--- src/assert_macros.svh ---
// ----------------------------------------------------------------------------
// Assertion macros
// Shared concurrent assertion forms, sampled on the rising clock edge.
// ----------------------------------------------------------------------------
`ifndef ASSERT_MACROS_SVH
`define ASSERT_MACROS_SVH

// Checks a property at every edge outside reset.
`define HLPD_ASSERT(label, clk, rst, prop, msg) \
   label: assert property (@(posedge clk) disable iff (rst) (prop)) else $error(msg);

// Checks that a condition is followed by a consequence at the next edge.
`define HLPD_ASSERT_NEXT(label, clk, rst, ante, cons, msg) \
   label: assert property (@(posedge clk) disable iff (rst) (ante) |=> (cons)) else $error(msg);

`endif

--- src/hlpd_pkg.sv ---
// ----------------------------------------------------------------------------
// hlpd_pkg
// Types and constants shared by the hopping leg phase PD controller.
// ----------------------------------------------------------------------------
`timescale 1ns / 1ps

package hlpd_pkg;

   typedef enum logic [2:0] {
      ST_IDLE,
      ST_MUL_A,
      ST_MUL_B,
      ST_MUL_H,
      ST_FINISH
   } state_type;

   typedef enum logic [1:0] {
      CH_A,
      CH_B,
      CH_HIP
   } chan_type;

   typedef enum logic [3:0] {
      REG_FLIGHT_STIFFNESS = 4'd0,
      REG_FLIGHT_DAMPING   = 4'd1,
      REG_STANCE_STIFFNESS = 4'd2,
      REG_STANCE_DAMPING   = 4'd3,
      REG_HIP_STIFFNESS    = 4'd4,
      REG_HIP_DAMPING      = 4'd5,
      REG_LEG_TARGET_ANGLE = 4'd6,
      REG_LEG_HALF_SPREAD  = 4'd7
   } csr_index_type;

   typedef struct packed {
      logic [15:0] flight_stiffness;
      logic [15:0] flight_damping;
      logic [15:0] stance_stiffness;
      logic [15:0] stance_damping;
      logic [15:0] hip_stiffness;
      logic [15:0] hip_damping;
      logic [15:0] leg_target_angle;
      logic [13:0] leg_half_spread;
   } csr_type;

   typedef struct packed {
      logic [15:0] torso_pitch;
      logic [15:0] hip_position;
      logic [15:0] hip_rate;
      logic [15:0] motor_a_position;
      logic [15:0] motor_b_position;
      logic [15:0] motor_a_rate;
      logic [15:0] motor_b_rate;
      logic [15:0] body_height;
      logic        toe_contact;
   } sample_type;

   typedef struct packed {
      logic     load_in;
      logic     mul_en;
      chan_type mul_ch;
      logic     hip_scale;
      logic     hip_clamp;
      logic     sum_en;
      logic     commit;
   } cmd_type;

   localparam logic [15:0] LEG_TARGET_RESET = 16'd6434;
   localparam logic [13:0] HALF_SPREAD_RESET = 14'd11019;

   localparam logic [14:0] HIP_SLOPE = 15'd32560;
   localparam logic signed [31:0] HIP_ROUND = 32'sd16384;
   localparam logic signed [17:0] HIP_OFFSET = 18'sd152;
   localparam logic signed [17:0] HIP_MIN = -18'sd822;
   localparam logic signed [17:0] HIP_MAX = 18'sd606;
   localparam logic signed [37:0] TORQUE_ROUND = 38'sd2048;
   localparam logic signed [15:0] TOUCHDOWN_HEIGHT = 16'sd3727;
   localparam logic signed [15:0] LIFTOFF_HEIGHT = 16'sd3687;
   localparam logic [7:0] STEPS_MAX = 8'd255;

endpackage

--- src/hopping_leg_phase_pd_controller.sv ---
// ----------------------------------------------------------------------------
// hopping_leg_phase_pd_controller
// Flight/stance PD control of two leg motors and the hip, one tick per item.
// ----------------------------------------------------------------------------
// Channel  Prefix  Direction  Content
// input    req_    in         sensor readings of one control tick
// result   rsp_    out        three saturated torques and the new phase
// config   csr_    in         gain, target angle and spread writes
//
// One shared pair of PD multipliers serves motor A, motor B and the hip in
// turn, and the sum of each channel is formed from its registered products.
// A new item is taken in the cycle its predecessor's result is loaded.
// A held result stalls the sequencer only in its last step.
// Reset sets flight phase, clears the stance count and loads CSR defaults.
// ----------------------------------------------------------------------------
`timescale 1ns / 1ps
`include "assert_macros.svh"

module hopping_leg_phase_pd_controller #(
   parameter int unsigned LIFTOFF_MIN_STEPS = 10
) (
   input  logic          clock,
   input  logic          reset,
   input  logic          req_tvalid,
   output logic          req_tready,
   // torso_pitch, hip_position, hip_rate, motor_a_position, motor_b_position,
   // motor_a_rate, motor_b_rate, body_height, toe_contact, zero fill
   input  logic [135:0]  req_tdata,
   output logic          rsp_tvalid,
   input  logic          rsp_tready,
   // drive_a, drive_b, drive_hip, airborne, zero fill
   output logic [55:0]   rsp_tdata,
   input  logic          csr_valid,
   output logic          csr_ready,
   input  logic [3:0]    csr_index,
   input  logic [15:0]   csr_data
);

   hlpd_pkg::csr_type    regs;
   hlpd_pkg::cmd_type    cmd;
   hlpd_pkg::sample_type sample;
   logic [15:0]          drive_a;
   logic [15:0]          drive_b;
   logic [15:0]          drive_hip;
   logic                 airborne;

   assign sample.torso_pitch = req_tdata[15:0];
   assign sample.hip_position = req_tdata[31:16];
   assign sample.hip_rate = req_tdata[47:32];
   assign sample.motor_a_position = req_tdata[63:48];
   assign sample.motor_b_position = req_tdata[79:64];
   assign sample.motor_a_rate = req_tdata[95:80];
   assign sample.motor_b_rate = req_tdata[111:96];
   assign sample.body_height = req_tdata[127:112];
   assign sample.toe_contact = req_tdata[128];

   assign rsp_tdata = {7'b0, airborne, drive_hip, drive_b, drive_a};

   hlpd_csr u_csr (
      .clock     (clock),
      .reset     (reset),
      .csr_valid (csr_valid),
      .csr_ready (csr_ready),
      .csr_index (csr_index),
      .csr_data  (csr_data),
      .regs      (regs)
   );

   hlpd_ctrl u_ctrl (
      .clock      (clock),
      .reset      (reset),
      .req_tvalid (req_tvalid),
      .req_tready (req_tready),
      .rsp_tvalid (rsp_tvalid),
      .rsp_tready (rsp_tready),
      .cmd        (cmd)
   );

   hlpd_datapath #(
      .LIFTOFF_MIN_STEPS (LIFTOFF_MIN_STEPS)
   ) u_datapath (
      .clock     (clock),
      .reset     (reset),
      .cmd       (cmd),
      .regs      (regs),
      .sample    (sample),
      .drive_a   (drive_a),
      .drive_b   (drive_b),
      .drive_hip (drive_hip),
      .airborne  (airborne)
   );

   `HLPD_ASSERT_NEXT(a_busy_after_transfer, clock, reset, req_tvalid && req_tready, !req_tready, "input taken again right after a transfer")
   `HLPD_ASSERT(a_busy_through_multiply, clock, reset, (req_tvalid && req_tready) |=> ##2 !req_tready, "input taken before the hip products were formed")
   `HLPD_ASSERT_NEXT(a_commit_shows_result, clock, reset, cmd.commit, rsp_tvalid, "loaded result not presented")
   `HLPD_ASSERT(a_commit_needs_room, clock, reset, !(cmd.commit && rsp_tvalid && !rsp_tready), "result overwritten while held")

endmodule

--- src/hlpd_csr.sv ---
// ----------------------------------------------------------------------------
// hlpd_csr
// Configuration register file for gains, leg target angle and leg spread.
// ----------------------------------------------------------------------------
`timescale 1ns / 1ps

module hlpd_csr (
   input  logic             clock,
   input  logic             reset,
   input  logic             csr_valid,
   output logic             csr_ready,
   input  logic [3:0]       csr_index,
   input  logic [15:0]      csr_data,
   output hlpd_pkg::csr_type regs
);

   hlpd_pkg::csr_type regs_ff;
   hlpd_pkg::csr_type regs_in;

   assign csr_ready = !reset;
   assign regs = regs_ff;

   always_comb begin
      regs_in = regs_ff;
      if (csr_valid && csr_ready) begin
         case (hlpd_pkg::csr_index_type'(csr_index))
            hlpd_pkg::REG_FLIGHT_STIFFNESS: regs_in.flight_stiffness = csr_data;
            hlpd_pkg::REG_FLIGHT_DAMPING:   regs_in.flight_damping = csr_data;
            hlpd_pkg::REG_STANCE_STIFFNESS: regs_in.stance_stiffness = csr_data;
            hlpd_pkg::REG_STANCE_DAMPING:   regs_in.stance_damping = csr_data;
            hlpd_pkg::REG_HIP_STIFFNESS:    regs_in.hip_stiffness = csr_data;
            hlpd_pkg::REG_HIP_DAMPING:      regs_in.hip_damping = csr_data;
            hlpd_pkg::REG_LEG_TARGET_ANGLE: regs_in.leg_target_angle = csr_data;
            hlpd_pkg::REG_LEG_HALF_SPREAD:  regs_in.leg_half_spread = csr_data[13:0];
            default: regs_in = regs_ff;
         endcase
      end
   end

   always_ff @(posedge clock) begin
      if (reset) begin
         regs_ff.flight_stiffness <= '0;
         regs_ff.flight_damping <= '0;
         regs_ff.stance_stiffness <= '0;
         regs_ff.stance_damping <= '0;
         regs_ff.hip_stiffness <= '0;
         regs_ff.hip_damping <= '0;
         regs_ff.leg_target_angle <= hlpd_pkg::LEG_TARGET_RESET;
         regs_ff.leg_half_spread <= hlpd_pkg::HALF_SPREAD_RESET;
      end else begin
         regs_ff <= regs_in;
      end
   end

endmodule

--- src/hlpd_ctrl.sv ---
// ----------------------------------------------------------------------------
// hlpd_ctrl
// Sequencer for one control tick and the result valid flag.
// ----------------------------------------------------------------------------
`timescale 1ns / 1ps

module hlpd_ctrl (
   input  logic              clock,
   input  logic              reset,
   input  logic              req_tvalid,
   output logic              req_tready,
   output logic              rsp_tvalid,
   input  logic              rsp_tready,
   output hlpd_pkg::cmd_type cmd
);

   hlpd_pkg::state_type state_ff;
   hlpd_pkg::state_type state_in;
   logic rsp_valid_ff;
   logic rsp_valid_in;
   logic out_free;

   assign out_free = !rsp_valid_ff || rsp_tready;
   assign rsp_tvalid = rsp_valid_ff;

   always_comb begin
      state_in = state_ff;
      case (state_ff)
         hlpd_pkg::ST_IDLE: begin
            if (req_tvalid && !reset) state_in = hlpd_pkg::ST_MUL_A;
         end
         hlpd_pkg::ST_MUL_A: state_in = hlpd_pkg::ST_MUL_B;
         hlpd_pkg::ST_MUL_B: state_in = hlpd_pkg::ST_MUL_H;
         hlpd_pkg::ST_MUL_H: state_in = hlpd_pkg::ST_FINISH;
         hlpd_pkg::ST_FINISH: begin
            if (out_free) begin
               state_in = req_tvalid ? hlpd_pkg::ST_MUL_A : hlpd_pkg::ST_IDLE;
            end
         end
         default: state_in = hlpd_pkg::ST_IDLE;
      endcase
   end

   always_comb begin
      cmd = '0;
      cmd.mul_ch = hlpd_pkg::CH_A;
      req_tready = 1'b0;
      case (state_ff)
         hlpd_pkg::ST_IDLE: begin
            req_tready = !reset;
         end
         hlpd_pkg::ST_MUL_A: begin
            cmd.mul_en = 1'b1;
            cmd.mul_ch = hlpd_pkg::CH_A;
            cmd.hip_scale = 1'b1;
         end
         hlpd_pkg::ST_MUL_B: begin
            cmd.mul_en = 1'b1;
            cmd.mul_ch = hlpd_pkg::CH_B;
            cmd.hip_clamp = 1'b1;
            cmd.sum_en = 1'b1;
         end
         hlpd_pkg::ST_MUL_H: begin
            cmd.mul_en = 1'b1;
            cmd.mul_ch = hlpd_pkg::CH_HIP;
            cmd.sum_en = 1'b1;
         end
         hlpd_pkg::ST_FINISH: begin
            cmd.commit = out_free;
            req_tready = out_free && !reset;
         end
         default: begin
            req_tready = 1'b0;
         end
      endcase
      cmd.load_in = req_tready && req_tvalid;
   end

   always_comb begin
      rsp_valid_in = rsp_valid_ff;
      if (cmd.commit) begin
         rsp_valid_in = 1'b1;
      end else if (rsp_tready) begin
         rsp_valid_in = 1'b0;
      end
   end

   always_ff @(posedge clock) begin
      if (reset) begin
         state_ff <= hlpd_pkg::ST_IDLE;
         rsp_valid_ff <= 1'b0;
      end else begin
         state_ff <= state_in;
         rsp_valid_ff <= rsp_valid_in;
      end
   end

endmodule

--- src/hlpd_datapath.sv ---
// ----------------------------------------------------------------------------
// hlpd_datapath
// Shared PD multiply pair, torque rounding and saturation, hip target
// scaling, and the flight/stance phase tracker.
// ----------------------------------------------------------------------------
`timescale 1ns / 1ps

module hlpd_datapath #(
   parameter int unsigned LIFTOFF_MIN_STEPS = 10
) (
   input  logic                 clock,
   input  logic                 reset,
   input  hlpd_pkg::cmd_type    cmd,
   input  hlpd_pkg::csr_type    regs,
   input  hlpd_pkg::sample_type sample,
   output logic [15:0]          drive_a,
   output logic [15:0]          drive_b,
   output logic [15:0]          drive_hip,
   output logic                 airborne
);

   localparam logic [7:0] LIFT_STEPS = 8'(LIFTOFF_MIN_STEPS);

   hlpd_pkg::sample_type sample_ff;
   logic                 phase_ff;
   logic                 phase_in;
   logic [7:0]           steps_ff;
   logic [7:0]           steps_in;
   logic signed [31:0]   hip_prod_ff;
   logic signed [31:0]   hip_prod_in;
   logic signed [10:0]   hip_tgt_ff;
   logic signed [10:0]   hip_tgt_in;
   logic signed [34:0]   p_ff;
   logic signed [34:0]   p_in;
   logic signed [32:0]   d_ff;
   logic signed [32:0]   d_in;
   hlpd_pkg::chan_type   sum_ch_ff;
   logic [15:0]          work_a_ff;
   logic [15:0]          work_b_ff;
   logic [15:0]          out_a_ff;
   logic [15:0]          out_b_ff;
   logic [15:0]          out_h_ff;
   logic                 out_air_ff;

   logic [15:0]          kp;
   logic [15:0]          kd;
   logic signed [17:0]   tgt;
   logic [15:0]          pos;
   logic [15:0]          rate;
   logic signed [17:0]   err;
   logic signed [16:0]   kp_s;
   logic signed [16:0]   kd_s;
   logic signed [37:0]   sum_full;
   logic signed [25:0]   sum_q;
   logic [15:0]          torque_in;
   logic signed [31:0]   hip_sum;
   logic signed [17:0]   hip_off;
   logic signed [15:0]   height;
   logic                 touchdown;
   logic                 liftoff;

   assign drive_a = out_a_ff;
   assign drive_b = out_b_ff;
   assign drive_hip = out_h_ff;
   assign airborne = out_air_ff;

   always_comb begin
      kp = phase_ff ? regs.flight_stiffness : regs.stance_stiffness;
      kd = phase_ff ? regs.flight_damping : regs.stance_damping;
      tgt = $signed({{2{regs.leg_target_angle[15]}}, regs.leg_target_angle})
            - $signed({4'b0, regs.leg_half_spread});
      pos = sample_ff.motor_a_position;
      rate = sample_ff.motor_a_rate;
      case (cmd.mul_ch)
         hlpd_pkg::CH_A: begin
            pos = sample_ff.motor_a_position;
         end
         hlpd_pkg::CH_B: begin
            tgt = $signed({{2{regs.leg_target_angle[15]}}, regs.leg_target_angle})
                  + $signed({4'b0, regs.leg_half_spread});
            pos = sample_ff.motor_b_position;
            rate = sample_ff.motor_b_rate;
         end
         hlpd_pkg::CH_HIP: begin
            kp = regs.hip_stiffness;
            kd = regs.hip_damping;
            tgt = {{7{hip_tgt_ff[10]}}, hip_tgt_ff};
            pos = sample_ff.hip_position;
            rate = sample_ff.hip_rate;
         end
         default: begin
            pos = sample_ff.motor_a_position;
         end
      endcase
      err = tgt - $signed({{2{pos[15]}}, pos});
      kp_s = $signed({1'b0, kp});
      kd_s = $signed({1'b0, kd});
      p_in = kp_s * err;
      d_in = kd_s * $signed(rate);
   end

   always_comb begin
      sum_full = $signed({{3{p_ff[34]}}, p_ff}) - $signed({d_ff[32], d_ff, 4'b0})
                 + hlpd_pkg::TORQUE_ROUND;
      sum_q = sum_full[37:12];
      if (sum_q[25:15] != {11{sum_q[25]}}) begin
         torque_in = sum_q[25] ? 16'h8000 : 16'h7FFF;
      end else begin
         torque_in = sum_q[15:0];
      end
   end

   always_comb begin
      hip_prod_in = $signed({1'b0, hlpd_pkg::HIP_SLOPE}) * $signed(sample_ff.torso_pitch);
      hip_sum = hip_prod_ff + hlpd_pkg::HIP_ROUND;
      hip_off = $signed({hip_sum[31], hip_sum[31:15]}) + hlpd_pkg::HIP_OFFSET;
      if (hip_off < hlpd_pkg::HIP_MIN) begin
         hip_tgt_in = hlpd_pkg::HIP_MIN[10:0];
      end else if (hip_off > hlpd_pkg::HIP_MAX) begin
         hip_tgt_in = hlpd_pkg::HIP_MAX[10:0];
      end else begin
         hip_tgt_in = hip_off[10:0];
      end
   end

   always_comb begin
      height = $signed(sample_ff.body_height);
      touchdown = (height <= hlpd_pkg::TOUCHDOWN_HEIGHT) && sample_ff.toe_contact;
      liftoff = (steps_ff > LIFT_STEPS) && (height >= hlpd_pkg::LIFTOFF_HEIGHT)
                && !sample_ff.toe_contact;
      phase_in = phase_ff;
      steps_in = steps_ff;
      if (phase_ff) begin
         if (touchdown) begin
            phase_in = 1'b0;
            steps_in = '0;
         end
      end else begin
         if (liftoff) phase_in = 1'b1;
         if (steps_ff != hlpd_pkg::STEPS_MAX) steps_in = steps_ff + 8'd1;
      end
   end

   always_ff @(posedge clock) begin
      if (reset) begin
         phase_ff <= 1'b1;
         steps_ff <= '0;
      end else if (cmd.commit) begin
         phase_ff <= phase_in;
         steps_ff <= steps_in;
      end
   end

   always_ff @(posedge clock) begin
      if (cmd.load_in) sample_ff <= sample;
      if (cmd.hip_scale) hip_prod_ff <= hip_prod_in;
      if (cmd.hip_clamp) hip_tgt_ff <= hip_tgt_in;
      if (cmd.mul_en) begin
         p_ff <= p_in;
         d_ff <= d_in;
         sum_ch_ff <= cmd.mul_ch;
      end
      if (cmd.sum_en) begin
         if (sum_ch_ff == hlpd_pkg::CH_A) work_a_ff <= torque_in;
         if (sum_ch_ff == hlpd_pkg::CH_B) work_b_ff <= torque_in;
      end
      if (cmd.commit) begin
         out_a_ff <= work_a_ff;
         out_b_ff <= work_b_ff;
         out_h_ff <= torque_in;
         out_air_ff <= phase_in;
      end
   end

endmodule

--- config.mk ---
export PLATFORM = sky130hd
export DESIGN_NAME = hopping_leg_phase_pd_controller
export DESIGN_NICKNAME = d
export VERILOG_FILES = /design/src/hlpd_pkg.sv /design/src/hopping_leg_phase_pd_controller.sv /design/src/hlpd_csr.sv /design/src/hlpd_ctrl.sv /design/src/hlpd_datapath.sv
export VERILOG_INCLUDE_DIRS = /design/src /design/src/src
export SDC_FILE = /design/constraint.sdc
export NUM_CORES = 2
export LEC_CHECK = 0
export ABC_CLOCK_PERIOD_IN_PS = 11350
export BUFFER_PORTS_ARGS = -buffer_cell sky130_fd_sc_hd__buf_2
export CORE_MARGIN = 3
export CORE_UTILIZATION = 50
export DETAILED_ROUTE_END_ITERATION = 10
export PLACE_DENSITY = 0.81
export SYNTH_ARGS = -nofsm -noshare
export SYNTH_HDL_FRONTEND = slang
export SYNTH_SLANG_ARGS = --single-unit
--- constraint.sdc ---
create_clock -name clock -period 11.35 [get_ports clock]
set_clock_uncertainty 0.2 [all_clocks]
set_input_delay 1.7025 -clock clock [delete_from_list [all_inputs] [get_ports clock]]
set_output_delay 1.7025 -clock clock [all_outputs]
set_load 0.01 [all_outputs]
==> results.yml <==
run_status:
  status: "finished, final reports clean"
synth:
  synthCells: 4567
  synthAdderAreaFrac_pct: 37.5
  yosys_warnings: 0
  avgSynthCellArea_um2: 9.72
  synth_top_area_cell: "fa_1"
  synth-xor-area-share_pct: 3.71
  synth-edff-count: 308
  synth-main-ff-cell: "edfxtp_1"
  synthSimpleGateAreaFrac_pct: 12.5
  ys_types: 90
  seq_area_frac_synth_pct: 27.1
  synth_top_area_share_pct: 26.3
  muxShareOfSynthArea_pct: 1.92
  yosysMostFrequentCell: "inv_1"
  async_flop_share_pct: 0
  synth_seq_cells: 447
  synth.area.top_cells: "fa_1, edfxtp_1, ha_1"
  synth_top_family_by_area: "adder cells"
  ys_top_cells_by_count: "inv_1, nand2_1, fa_1"
  synth_compound_area_share_pct: 9.22
  syn_area_um2: 44400
global_route:
  antenna_found_initial: 10
  grtUsageMet3_pct: 4.59
  grt_pass1_vias: 34143
  grt_use_total_pct: 23.4
  grt_pass1_wl_um: 175000
  gr-usage-met1_pct: 28.3
  grt.met2_usage_pct: 40.9
  grt_max_degree: 70
  busiest_layer: "met2"
  globalRouteOverflowTotal: 0
placement:
  portBuffers: 205
  dp.cells: 5846
  place_ws_ns: 0.175
  hpwl_um: 85600
  place_congestion: 0.947
timing:
  finalHoldViolCount: 0
  worst_pin_slew_ns: 1.24
  hold_slack_ns: 0.212
  max-slew-margin-rel_pct: 16.6
  fin_crit_sh_pct: 96.3
  max_freq_mhz: 91.5
  min_period_ns: 10.93
  finalSetupViolCount: 0
  timing.final.ws_setup_ns: 0.417
  slew_viol_final: 0
layout:
  layout.nets: 5883
  syn2layout_area_growth_pct: 9.59
  postLayoutCoreUtil_pct: 55.6
  stdcell_count: 5955
  drive_gt1_share_pct: 8.98
min_path:
  whs_path_depth: 0
  hp-class: "flip-flop to flip-flop"
  hold-path-endpoint: "u_datapath.drive_b[11]"
  hold_start: "u_datapath.work_b_ff[11]"
setup_path:
  crit_arrival_ns: 11.10
  path_max_fanout: 11
  slowest_delay_ns: 0.55
  cp-start-kind: "flip-flop"
  end_kind: "flip-flop"
  crit_path_top_delay_cell: "fa_1"
  rrSetupSlack_ns: 0.42
  timing.rr.end: "u_datapath.p_ff[32]"
  crit_path_frequent_cell: "fa_1"
  reg2reg_depth: 42
  crit_required_ns: 11.52
  crit_type: "flip-flop to flip-flop"
  r2r-start: "u_ctrl.state_ff[1]"
drt:
  wl_per_cell_um: 18.0
  viasPerCell: 5.49
  drt_wl_total_um: 107000
  first_iter_violations: 2671
  post-route-drc-count: 0
  routed-via-count: 32686
  antenna_left: 0
  dr.pass1.iters: 10
clocking:
  clockBufferDepth: 3
  clock_sink_count: 447
  cts_tree: "built"
  cts_buffers: 49
  htree_num_levels: 2
  cts_root_buf: "clkbuf_16"
  clkTransAtPathRegs_ns: 0.06
  clk_latency_ns: 0.65
  cts-hold-fix-buffers: 0
run:
  maxCapViolCount: 0
floorplan:
  rows: 108
  core_region_area_um2: 87400
  die-width_um: 304
  initial_core_util_pct: 50.8
  die_y_um: 304
  die_area_um2: 92400
  io_pins: 220
power_and_ir_drop:
  powerDensity_nw_per_um2: 135
  ir_drop_v: 0.000217
  power_w: 0.00659
  p_leak_nw: 23.1
## worst max-delay path by stage
stage / from / endpoint / slack, ns
CTS: u_ctrl.state_ff[2] / u_datapath.p_ff[32] / 0.14
global placement: u_ctrl.state_ff[2] / u_datapath.p_ff[32] / 0.38
floorplan: u_ctrl.state_ff[2] / u_datapath.p_ff[32] / 0.1
detailed placement: u_ctrl.state_ff[2] / u_datapath.p_ff[32] / 0.18
global route: u_ctrl.state_ff[1] / u_datapath.p_ff[32] / -0.09
finish: u_ctrl.state_ff[1] / u_datapath.p_ff[32] / 0.42
## layer usage
layer	wire, µm	up-vias
li1	-	15107
met5	0	-
met3	8100	300
met1	41100	15925
met2	53400	1354
met4	4770	0
## timing repair
action	4_1_cts	5_1_grt
setup endpoints to repair	0	11
setup buffers	0	5
gates resized for setup	0	25
## sequential cells by signal, indices dropped and copies added (netlist names), 3 cells and up
| name | flops |
|---|---|
| u_datapath.work_b_ff | 16 |
| u_datapath.drive_b | 16 |
| u_datapath.p_ff | 34 |
| u_datapath.d_ff | 33 |
| u_datapath.work_a_ff | 16 |
| u_datapath.hip_prod_ff | 18 |
| u_datapath.hip_tgt_ff | 11 |
| u_datapath.height | 16 |
| u_csr.regs | 126 |
| u_datapath.drive_a | 16 |
| u_datapath.sample_ff | 113 |
| u_ctrl.state_ff | 3 |
| u_datapath.drive_hip | 16 |
| u_datapath.steps_ff | 8 |
## kinds of logic after synthesis
family | after synthesis
adders and majority gates | 982
DFF | 447
xor gates and xnor gates | 187
and+or+nand+nor | 1287
other | 1
buffers and inverters | 930
AOI/OAI and AO/OA | 648
muxes | 85
## power breakdown
| part | switching, W | leakage [nW] | internal, W | total, W |
|---|---|---|---|---|
| Sequential | 0.0000986 | 3.99 | 0.00196 | 0.00206 |
| Clock | 0.000670 | 0.797 | 0.000915 | 0.00158 |
| Combinational | 0.00179 | 18.3 | 0.00115 | 0.00294 |
| Total | 0.00256 | 23.1 | 0.00402 | 0.00659 |
## area by class of cell
type / instances / area, µm²
Clock buffer: 74 / 1400
Antenna cell: 12 / 30.0
Sequential cell: 447 / 12000
Tap cell: 1155 / 1450
Timing Repair Buffer: 287 / 1640
Fill cell: 7271 / 38800
Multi-Input combinational cell: 3196 / 29000
Clock inverter: 18 / 238
Inverter: 766 / 2880
## placed cells by master, fill, tap and decap left out, drive strengths merged, types with 31 or more instances in the layout
cell type,n
inv,771
nor2b,31
edfxtp,308
and2,55
nor2,361
a21oi,210
o21ai,151
nand3,53
a22oi,34
o21a,47
ha,391
a21o,60
buf,287
dfxtp,139
nand2,637
nor3,35
xnor2,114
mux2i,83
fa,584
xor2,73
clkbuf,74
## worst max-delay path: cells and delay by family (launching register included)
kind	cells	cell delay (ns)
AOI/OAI and AO/OA	20	4.29
adders and majority gates	10	4.25
buffers and inverters	5	0.47
DFF	1	0.43
and+or+nand+nor	4	0.38
muxes	1	0.37
xor gates and xnor gates	2	0.30
## per-stage QoR
stage | setup TNS (ns) | area [µm²]
after floorplan | 0 | 44400
after global placement | 0 | 46900
after detailed placement | 0 | 46900
after CTS | 0 | 48500
after global routing | -0.0955 | 48600
final | 0 | 48700
No activity file was read; power rests on OpenSTA's default activity.
